[src/fdes_pkg.sv]
package fdes_pkg;

   // Directory entry layout
   localparam int unsigned EntryBytes  = 32;
   localparam int unsigned NameBytes   = 11;
   localparam int unsigned WordCount   = 7;
   localparam int unsigned PosWidth    = 5;

   localparam logic [7:0] MARK_DELETED = 8'hE5;
   localparam logic [7:0] MARK_END     = 8'h00;
   localparam logic [7:0] NAME_PAD     = 8'h20;

   localparam logic [PosWidth-1:0] POS_FIRST    = 5'd0;
   localparam logic [PosWidth-1:0] POS_NAME_END = 5'd11;
   localparam logic [PosWidth-1:0] POS_NAME_TOP = 5'd10;
   localparam logic [PosWidth-1:0] POS_ATTR     = 5'd11;
   localparam logic [PosWidth-1:0] POS_WORDS    = 5'd14;
   localparam logic [PosWidth-1:0] POS_SIZE     = 5'd28;
   localparam logic [PosWidth-1:0] POS_LAST     = 5'd31;
   localparam logic [3:0]          FULL_NAME_LEN = 4'd11;

   // Configuration register indexes
   localparam logic [1:0] REG_NAME_FIRST8 = 2'd0;
   localparam logic [1:0] REG_NAME_LAST3  = 2'd1;
   localparam logic [1:0] REG_NAME_LENGTH = 2'd2;

   typedef struct packed {
      logic [63:0] name_first8;
      logic [23:0] name_last3;
      logic [3:0]  name_length;
   } fdes_cfg_type;

   typedef struct packed {
      logic [31:0] file_size;
      logic [15:0] cluster_low;
      logic [15:0] write_date;
      logic [15:0] write_time;
      logic [15:0] cluster_high;
      logic [15:0] access_date;
      logic [15:0] create_date;
      logic [15:0] create_time;
      logic [7:0]  attributes;
      logic        found;
   } fdes_result_type;

   // Target name byte at name position idx (0 to 10)
   function automatic logic [7:0] target_byte(fdes_cfg_type cfg, logic [3:0] idx);
      logic [7:0] tb;
      tb = 8'h00;
      unique case (idx)
         4'd0:  tb = cfg.name_first8[7:0];
         4'd1:  tb = cfg.name_first8[15:8];
         4'd2:  tb = cfg.name_first8[23:16];
         4'd3:  tb = cfg.name_first8[31:24];
         4'd4:  tb = cfg.name_first8[39:32];
         4'd5:  tb = cfg.name_first8[47:40];
         4'd6:  tb = cfg.name_first8[55:48];
         4'd7:  tb = cfg.name_first8[63:56];
         4'd8:  tb = cfg.name_last3[7:0];
         4'd9:  tb = cfg.name_last3[15:8];
         4'd10: tb = cfg.name_last3[23:16];
         default: tb = 8'h00;
      endcase
      return tb;
   endfunction

endpackage

[src/fdes_csr.sv]
module fdes_csr (
   input  logic                 clock,
   input  logic                 reset,
   input  logic                 csr_psel,
   input  logic                 csr_penable,
   input  logic                 csr_pwrite,
   input  logic [4:0]           csr_paddr,
   input  logic [63:0]          csr_pwdata,
   output logic [63:0]          csr_prdata,
   output logic                 csr_pready,
   output fdes_pkg::fdes_cfg_type cfg
);
   import fdes_pkg::*;

   logic [63:0] name_first8_ff;
   logic [23:0] name_last3_ff;
   logic [3:0]  name_length_ff;
   logic        wr_en;
   logic [1:0]  reg_idx;

   assign csr_pready = 1'b1;
   assign reg_idx    = csr_paddr[4:3];
   assign wr_en      = csr_psel & csr_penable & csr_pwrite & csr_pready;

   // Write registers on the access cycle
   always_ff @(posedge clock) begin
      if (reset) begin
         name_first8_ff <= '0;
         name_last3_ff  <= '0;
         name_length_ff <= '0;
      end else if (wr_en) begin
         unique case (reg_idx)
            REG_NAME_FIRST8: name_first8_ff <= csr_pwdata;
            REG_NAME_LAST3:  name_last3_ff  <= csr_pwdata[23:0];
            REG_NAME_LENGTH: name_length_ff <= csr_pwdata[3:0];
            default: ;
         endcase
      end
   end

   // Read back
   always_comb begin
      unique case (reg_idx)
         REG_NAME_FIRST8: csr_prdata = name_first8_ff;
         REG_NAME_LAST3:  csr_prdata = {40'd0, name_last3_ff};
         REG_NAME_LENGTH: csr_prdata = {60'd0, name_length_ff};
         default:         csr_prdata = '0;
      endcase
   end

   assign cfg.name_first8 = name_first8_ff;
   assign cfg.name_last3  = name_last3_ff;
   assign cfg.name_length = name_length_ff;

endmodule

[src/fdes_scan.sv]
module fdes_scan (
   input  logic                      clock,
   input  logic                      reset,
   input  logic                      fire,
   input  logic [7:0]                dir_byte,
   input  logic                      final_byte,
   input  fdes_pkg::fdes_cfg_type    cfg,
   output logic                      res_valid,
   output fdes_pkg::fdes_result_type res
);
   import fdes_pkg::*;

   logic [PosWidth-1:0] pos_ff, pos_in;
   logic                skip_ff, skip_in;
   logic                match_ff, match_in;
   logic                ended_ff, ended_in;
   logic                fin_ff, fin_in;

   logic [7:0]          attr_ff, attr_in;
   logic [15:0]         words_ff [WordCount];
   logic [15:0]         words_in [WordCount];
   logic [31:0]         size_ff, size_in;

   logic                end_mark;
   logic                deleted;
   logic                name_match;
   logic                name_ended;
   logic                hit;
   logic [7:0]          tgt;
   logic [PosWidth-1:0] word_off;
   logic [2:0]          word_idx;
   logic [4:0]          len_ext;

   assign len_ext  = {1'b0, cfg.name_length};
   assign tgt      = target_byte(cfg, pos_ff[3:0]);
   assign end_mark = (pos_ff == POS_FIRST) && (dir_byte == MARK_END);
   assign deleted  = skip_ff || ((pos_ff == POS_FIRST) && (dir_byte == MARK_DELETED));
   assign word_off = pos_ff - POS_WORDS;
   assign word_idx = word_off[3:1];

   // Compare the short name one byte at a time
   always_comb begin
      name_match = match_ff;
      name_ended = ended_ff;
      if ((pos_ff < POS_NAME_END) && !ended_ff) begin
         if (dir_byte == NAME_PAD) begin
            name_ended = 1'b1;
            if (pos_ff != len_ext) name_match = 1'b0;
         end else begin
            if ((pos_ff >= len_ext) || (dir_byte != tgt)) name_match = 1'b0;
            if ((pos_ff == POS_NAME_TOP) && (cfg.name_length != FULL_NAME_LEN))
               name_match = 1'b0;
         end
      end
   end

   assign hit = !fin_ff && !end_mark && (pos_ff == POS_LAST) && !deleted && name_match;

   // Next state for one accepted byte
   always_comb begin
      pos_in   = pos_ff;
      skip_in  = skip_ff;
      match_in = match_ff;
      ended_in = ended_ff;
      fin_in   = fin_ff;
      attr_in  = attr_ff;
      size_in  = size_ff;
      for (int k = 0; k < WordCount; k++) words_in[k] = words_ff[k];
      res_valid = 1'b0;

      if (!fin_ff) begin
         if (end_mark) begin
            res_valid = 1'b1;
            fin_in    = 1'b1;
         end else begin
            skip_in  = deleted;
            match_in = name_match;
            ended_in = name_ended;
            if (pos_ff == POS_ATTR) attr_in = dir_byte;
            if ((pos_ff >= POS_WORDS) && (pos_ff < POS_SIZE)) begin
               if (pos_ff[0]) words_in[word_idx][15:8] = dir_byte;
               else           words_in[word_idx] = {8'h00, dir_byte};
            end
            if (pos_ff >= POS_SIZE) begin
               unique case (pos_ff[1:0])
                  2'd0: size_in[7:0]   = dir_byte;
                  2'd1: size_in[15:8]  = dir_byte;
                  2'd2: size_in[23:16] = dir_byte;
                  2'd3: size_in[31:24] = dir_byte;
                  default: ;
               endcase
            end
            if (pos_ff == POS_LAST) begin
               res_valid = hit;
               fin_in    = hit;
               skip_in   = 1'b0;
               match_in  = 1'b1;
               ended_in  = 1'b0;
            end
            pos_in = pos_ff + 5'd1;
         end
      end

      // Final byte: give a result if none was given yet (not-found unless this byte completes a match), then rearm
      if (final_byte) begin
         if (!fin_ff) res_valid = 1'b1;
         pos_in   = POS_FIRST;
         fin_in   = 1'b0;
         skip_in  = 1'b0;
         match_in = 1'b1;
         ended_in = 1'b0;
      end
   end

   // Build the result from the captured fields
   always_comb begin
      res = '0;
      if (hit) begin
         res.found        = 1'b1;
         res.attributes   = attr_ff;
         res.create_time  = words_ff[0];
         res.create_date  = words_ff[1];
         res.access_date  = words_ff[2];
         res.cluster_high = words_ff[3];
         res.write_time   = words_ff[4];
         res.write_date   = words_ff[5];
         res.cluster_low  = words_ff[6];
         res.file_size    = {dir_byte, size_ff[23:0]};
      end
   end

   // Control state
   always_ff @(posedge clock) begin
      if (reset) begin
         pos_ff   <= POS_FIRST;
         skip_ff  <= 1'b0;
         match_ff <= 1'b1;
         ended_ff <= 1'b0;
         fin_ff   <= 1'b0;
      end else if (fire) begin
         pos_ff   <= pos_in;
         skip_ff  <= skip_in;
         match_ff <= match_in;
         ended_ff <= ended_in;
         fin_ff   <= fin_in;
      end
   end

   // Captured entry fields
   always_ff @(posedge clock) begin
      if (fire) begin
         attr_ff <= attr_in;
         size_ff <= size_in;
         for (int k = 0; k < WordCount; k++) words_ff[k] <= words_in[k];
      end
   end

   ap_hold_when_done: assert property (@(posedge clock) disable iff (reset)
      fire && fin_ff && !final_byte |=> $stable(pos_ff) && fin_ff)
      else $error("entry position moved while ignoring bytes");

   ap_hit_at_entry_end: assert property (@(posedge clock) disable iff (reset)
      fire && res_valid && res.found |-> pos_ff == POS_LAST)
      else $error("match reported away from the last entry byte");

   ap_rearm_on_final: assert property (@(posedge clock) disable iff (reset)
      fire && final_byte |=> !fin_ff && pos_ff == POS_FIRST && match_ff)
      else $error("search not rearmed after the final byte");

endmodule

[src/fat_directory_entry_search_core.sv]
// FAT directory entry search. Directory bytes enter one per word on req_, with
// req_tlast on the last byte of the directory; one word is taken every clock
// cycle while the input does not stall. Each byte passes an input register,
// then the name compare and field capture, then lands in the result register;
// a result is completed by the last byte of the matching entry, a first byte of
// 0x00, or the final byte. Input stalls only while the result register holds an
// untaken word and the input register is also full. At most one result is
// given per directory; bytes after it are dropped until the final byte. The
// target name is set through csr_ at byte addresses 0, 8 and 16 and must be
// written while no directory is in flight.
module fat_directory_entry_search_core (
   input  logic          clock,
   input  logic          reset,
   // dir_byte [7:0]
   input  logic [7:0]    req_tdata,
   input  logic          req_tlast,
   input  logic          req_tvalid,
   output logic          req_tready,
   // found [0], attributes [8:1], create_time [24:9], create_date [40:25],
   // access_date [56:41], cluster_high [72:57], write_time [88:73],
   // write_date [104:89], cluster_low [120:105], file_size [152:121], zero pad
   output logic [159:0]  rsp_tdata,
   output logic          rsp_tvalid,
   input  logic          rsp_tready,
   input  logic          csr_psel,
   input  logic          csr_penable,
   input  logic          csr_pwrite,
   input  logic [4:0]    csr_paddr,
   input  logic [63:0]   csr_pwdata,
   output logic [63:0]   csr_prdata,
   output logic          csr_pready
);
   import fdes_pkg::*;

   fdes_cfg_type    cfg;
   fdes_result_type res;
   logic            res_valid;

   logic            in_valid_ff;
   logic [7:0]      in_byte_ff;
   logic            in_last_ff;
   logic            out_valid_ff, out_valid_in;
   fdes_result_type out_data_ff;
   logic            advance;

   fdes_csr u_csr (
      .clock       (clock),
      .reset       (reset),
      .csr_psel    (csr_psel),
      .csr_penable (csr_penable),
      .csr_pwrite  (csr_pwrite),
      .csr_paddr   (csr_paddr),
      .csr_pwdata  (csr_pwdata),
      .csr_prdata  (csr_prdata),
      .csr_pready  (csr_pready),
      .cfg         (cfg)
   );

   fdes_scan u_scan (
      .clock      (clock),
      .reset      (reset),
      .fire       (advance),
      .dir_byte   (in_byte_ff),
      .final_byte (in_last_ff),
      .cfg        (cfg),
      .res_valid  (res_valid),
      .res        (res)
   );

   // Advance the held word when the result register can take its output
   assign advance    = in_valid_ff && (!out_valid_ff || rsp_tready);
   assign req_tready = !in_valid_ff || advance;

   // Input register
   always_ff @(posedge clock) begin
      if (reset) begin
         in_valid_ff <= 1'b0;
      end else if (req_tready) begin
         in_valid_ff <= req_tvalid;
      end
   end

   always_ff @(posedge clock) begin
      if (req_tready && req_tvalid) begin
         in_byte_ff <= req_tdata;
         in_last_ff <= req_tlast;
      end
   end

   // Result register
   assign out_valid_in = (advance && res_valid) || (out_valid_ff && !rsp_tready);

   always_ff @(posedge clock) begin
      if (reset) begin
         out_valid_ff <= 1'b0;
      end else begin
         out_valid_ff <= out_valid_in;
      end
   end

   always_ff @(posedge clock) begin
      if (advance && res_valid) begin
         out_data_ff <= res;
      end
   end

   assign rsp_tvalid = out_valid_ff;
   assign rsp_tdata  = {7'd0, out_data_ff};

   ap_stall_only_when_full: assert property (@(posedge clock) disable iff (reset)
      !req_tready |-> in_valid_ff && out_valid_ff && !rsp_tready)
      else $error("input stalled with room downstream");

   ap_no_result_overwrite: assert property (@(posedge clock) disable iff (reset)
      out_valid_ff && !rsp_tready |-> !(advance && res_valid))
      else $error("result register overwritten while held");

   ap_result_from_word: assert property (@(posedge clock) disable iff (reset)
      $rose(rsp_tvalid) |-> $past(in_valid_ff))
      else $error("result appeared without an input word");

endmodule
[config.mk]
export PLATFORM = sky130hd
export DESIGN_NAME = fat_directory_entry_search_core
export DESIGN_NICKNAME = d
export VERILOG_FILES = /design/src/fdes_pkg.sv /design/src/fdes_csr.sv /design/src/fdes_scan.sv /design/src/fat_directory_entry_search_core.sv
export SDC_FILE = /design/constraint.sdc
export NUM_CORES = 1
export LEC_CHECK = 0
export ABC_AREA = 1
export BUFFER_PORTS_ARGS = -buffer_cell sky130_fd_sc_hd__buf_2
export CELL_PAD_IN_SITES_DETAIL_PLACEMENT = 1
export CELL_PAD_IN_SITES_GLOBAL_PLACEMENT = 2
export CORE_MARGIN = 3
export CORE_UTILIZATION = 33
export DETAILED_ROUTE_END_ITERATION = 7
export PLACE_DENSITY_LB_ADDON = 0.1
export SLEW_MARGIN = 20
export SYNTH_ARGS = -nofsm -noshare
export SYNTH_HDL_FRONTEND = slang
export SYNTH_SLANG_ARGS = --single-unit
[constraint.sdc]
create_clock -name clock -period 16.9 [get_ports clock]
set_clock_uncertainty 0.05 [all_clocks]
set_input_delay 2.535 -clock clock [delete_from_list [all_inputs] [get_ports clock]]
set_output_delay 2.535 -clock clock [all_outputs]
set_load 0.05 [all_outputs]
# Yosys cells after proc, flatten, opt, wreduce, memory -nomap -nowiden
# Memory sizes are Yosys's and may differ from the RTL's.
# Cells that the tools add are included.
[totals]
ramBits = 112
n_memories = 1
register_bits = 297
wordCells = 151
out_inout_bits = 227
[op_classes]
n_reduce_logical = 42
n_mux = 44
add_sub_neg = 2
order_cmp = 7
n_eq_ne = 24
n_bitwise = 5
[mem_list]
columns = ["memory", "depth", "width", "read_ports", "rd_clocked_by_memory_dff", "wr", "line_no", "source"]
rows = [
  ["u_scan.words_ff", 7, 16, 7, 0, 7, "fdes_scan.sv:20", "logic [15:0] words_ff [WordCount];"],
]
[ops]
columns = ["op", "n"]
rows = [
  ["$mux 112", 4],
  ["$bwmux 112", 2],
  ["$pmux 64 s3", 1],
  ["$demux 16 s3", 2],
  ["$pmux 8 s11", 1],
  ["$mux 16", 2],
  ["$mux 1", 29],
  ["$reduce_and 5->1", 4],
  ["$eq 4x3->1 const B", 4],
  ["$mux 5", 3],
  ["$logic_and 1x1->1", 14],
  ["$eq 4x4->1 const B", 3],
  ["$eq 5x4->1 const B", 2],
  ["$eq 4x2->1 const B", 2],
  ["$eq 8x6->1 const B", 1],
  ["$eq 8x8->1 const B", 1],
  ["$logic_not 8->1", 1],
  ["$ne 8x8->1", 1],
  ["$logic_not 1->1", 7],
  ["$reduce_and 2->1", 3],
  ["$reduce_bool 3->1", 2],
  ["$add 5x1->5 const B", 1],
  ["$eq 5x5->1 const B", 1],
  ["$ge 5x4->1", 1],
  ["22 further kinds", 32],
]

# Longest topological paths before layout
[depth]
ltp_word = 16
mapped_depth = 20
mapped_depth_nobuf = 17

# By module
# Synthesis repeated with hierarchy kept, for this count alone.
[hier_totals]
cells_unflattened = 1882
area_unflattened_um2 = 17640.7
[modules_own_cells]
columns = ["mod", "area_each_um2", "cells_each", "n_inst", "seq_area_each_um2"]
rows = [
  ["fdes_scan", 8167.8, 990, 1, 4504.3],
  ["fat_directory_entry_search_core", 5026.1, 188, 1, 4904.7],
  ["fdes_csr", 4446.8, 704, 1, 1841.8],
]

# Worst setup path before layout
# No wires, ideal clock.
[synth_timing]
kind = "input-to-output"
from = "in csr_paddr[4]"
to = "out csr_prdata[4]"
required_time_ns = 14.315
path_slack_ns = 10.075
t_arrival_ns = 4.240
cell_stages = 4
path_cell_list = "nor2_1 inv_1 clkbuf_1 o21ai_0"
[synth_between]
elab_chain_cells = 2
[synth_lines]
columns = ["element", "line_no", "source"]
rows = [
  ["from (decl)", "fat_directory_entry_search_core.sv:28", "input logic [4:0] csr_paddr,"],
  ["$eq 2x2->1, or another cell as far along", "fdes_csr.sv:43", "unique case (reg_idx)"],
  ["$pmux 64 s3 *", "fdes_csr.sv:43", ""],
  ["to (decl)", "fat_directory_entry_search_core.sv:30", "output logic [63:0] csr_prdata,"],
]
# Mark *: on every way between the ends. The rest lies on a longest branch, timed or not.

# Worst setup path in the final report
[layout_timing]
from = "in csr_paddr[3]"
to = "out csr_prdata[21]"
# The elaborated chain is that of the path after synthesis.

==> results.md <==
- First-pass detailed-route iteration total: 5
- Fin util: 0.4050
- Initial Utilization: 0.3347
- Max-cap violation count: 0
- Min Clock Period, post-route: 6.955 ns
- Vias per cell: 4.743
- Most frequent cells in the layout: nor2_1 (329), edfxtp_1 (306), buf_2 (300)
- Power Density: 108.3 nW/um^2
- FFs w/ async S/R, synth: 0
- Wire length of the first global-routing pass: 78520 microns
- Final #Nets: 2014
- Area contributors post-synth: edfxtp_1 (55%), dfxtp_1 (12%), nor2_1 (7.4%)
- Worst setup SP type: input pin
- Clock sinks: 409
- Detailed Place HPWL: 35360 microns
- Syn Area/Cell: 10.18 sq um
- Initial antenna violation count: 3
- Post_cts resized: 0
- FILL cells: 5641
- Post-route ant nets: 0
- Crit-path cells: buf_2 > inv_1 > nor2_2 > inv_1 > o21ai_0 > buf_2
- CTS max path bufs: 3
- Final Setup Violations: 0
- CTS Buf Count: 46
- Crit share post-route: 0.4115
- Clk_lat worst skew: 0.57 ns
- Core Region: 50170 sq um
- DIE HEIGHT: 231.6 microns
- GRT overflow: 0
- Hold-fix buffers, CTS: 0
- Fmax achieved: 0.1438 GHz
- Max incr delay on CP: 0.77 ns
- Setup repair bufs after CTS: 0
- GRT Total Usage: 0.1933
- CP Capture Type: output pin
- Cell total after placement: 2541
- Slowest-stage cell, CP: nor2_2
- Max Transition Viols Final: 0
- Leading register cell type out of synthesis: edfxtp_1
- Die area: 53630 sq um
- Area grow syn2layout: 21.00%
- Std-Cell Rows: 82
- WL final: 52510 microns
- RSZ-0062 raised after global routing: no
- Syn Std Cell Area: 16790 sq um
- Sequential area share after synthesis: 0.6700
- CP Max Fanout: 20
- Die width: 231.6 microns
- Share of the synthesized area in the top cell type: 0.5472
- I/O Buffers: 300
- Leakage: 8.064 nW
- Outcome: completed
- Worst setup margin: 9.945 ns
- Max-slew headroom: 0.2511
- Vias: 12450
- CTS root buf: clkbuf_16
- Routability Congestion: 0.8066
- Tightest Pin Transition: 1.122 ns
- Clock transition at the registers of the reported paths: 0.06 ns
- Most common cell after layout, fill and taps aside: nor2_1
- Synth cell types: 35
- Share of layout cells above drive strength 1: 0.2110
- Syn Inst Count: 1650
- DR WL/cell: 20.00 microns
- Worst Setup Path Type: input pin to output pin
- VDD IR max: 0.05065 mV
- Vias in the first global route: 12810
- Worst path arrival time: 4.37 ns
- Setup WS pre-CTS: 9.887 ns
- CTS tree: done
- IO Count: 312
- Iter 0 DRT Violations: 715
- Hold Crit Start: u_csr.name_first8_ff[29]
- H-tree depth: 2
- Final instance area: 20320 sq um
- Hold crit path type: register to register
- Area after DPL: 18810 sq um
- Crit Reg-Reg Startpoint: u_scan.pos_ff[0]
- Critical Path Start: csr_paddr[3]
- Final Non-Filler Cells: 2626
- Final hold violation count: 0
- Largest net degree at the start of global routing: 111
- Synth Register Bits: 409
- Yosys warning total: 0
- Crit path required time: 14.32 ns
- Setup TNS: 0 ns
- Post-synth EDFFs: 306
- Yosys top cell by area: edfxtp_1
- DRC: 0
## where the power goes
part           leakage (nW)  switching, W  internal [W]
combinational          3.49      0.000101     0.0000250
clock                 0.706      0.000407      0.000568
sequential             3.86     0.0000108       0.00109
## cells in the mapped netlist (3+ instances only)
library cell  number
a22o_1            11
o221ai_1           3
nor3_1           123
nand4_1           31
nor2_1           331
inv_1            241
o21ai_0          112
ha_1              11
dfxtp_1          103
buf_4             10
nor4_1             3
nand3_1           54
a21oi_1           64
o22ai_1            3
clkinv_1           7
buf_6              6
o21bai_1           3
clkbuf_1          69
edfxtp_1         306
buf_2             16
nand2_1          116
nor2_2            10
## stage by stage
stage / hold WS, ns / total power [W]
final: 0.4244 / 0.002200
after global routing: 0.4505 / 0.002278
after CTS: 0.4275 / 0.002232
after detailed placement: 0.4183 / 0.001248
after global placement: 0.4024 / 0.001247
after floorplan: 0.3878 / 0.001201
## sequential cells by signal (all words and copies together), names as in the netlist
name / count
rsp_tvalid: 1
u_scan.ended_ff: 1
u_scan.size_ff: 24
in_last_ff: 1
u_scan.skip_ff: 1
in_valid_ff: 1
u_scan.match_ff: 1
u_scan.attr_ff: 8
u_csr.name_length_ff: 4
u_scan.fin_ff: 1
u_csr.name_first8_ff: 64
in_byte_ff: 8
rsp_tdata: 153
u_scan.words_ff: 112
u_csr.name_last3_ff: 24
u_scan.pos_ff: 5
## cell type report
cell class,instances,area [sq um],area share
tap,672,840.8,0.04138
timing repair buffer,317,1649,0.08116
antenna,1,2.502,0.0001232
inverter,250,944.7,0.04649
multi-input combinational,894,4180,0.2057
clock inverter,29,246.5,0.01213
clock buffer,54,1202,0.05918
sequential,409,11250,0.5538
## metal layers
layer  wire (microns)  vias up  track usage  share of wire
met1            22850     6097       0.2469           0.44
met5               23        -            0        0.00044
met4             1435        4      0.05964          0.027
li1                 -     5997            -              -
met3             2322       82      0.03392          0.044
met2            25880      274       0.3346           0.49
## path summary, 6_finish.rpt
kind	to	slack, ns	depth (start not counted)
worst min register to register	u_csr.name_first8_ff[29]	0.42	2
worst max register to register	rsp_tdata[94]	10.88	15
worst min-delay path	u_csr.name_first8_ff[29]	0.42	2
worst max-delay path	csr_prdata[21]	9.95	6
## cells by family after synthesis
family          share of synthesized area
flops                              0.6700
buf+inv                           0.08502
other cells                     0.0004472
fa+ha+maj                        0.008196
compound gates                    0.06587
simple gates                       0.1705
## worst max-delay path, delay by kind of cell
kind	cells	cell delay, ns
AO/OA/AOI/OAI	1	0.27
buffers and inverters	4	0.78
AND/OR/NAND/NOR	1	0.77
(Power assumes the default switching activity.)
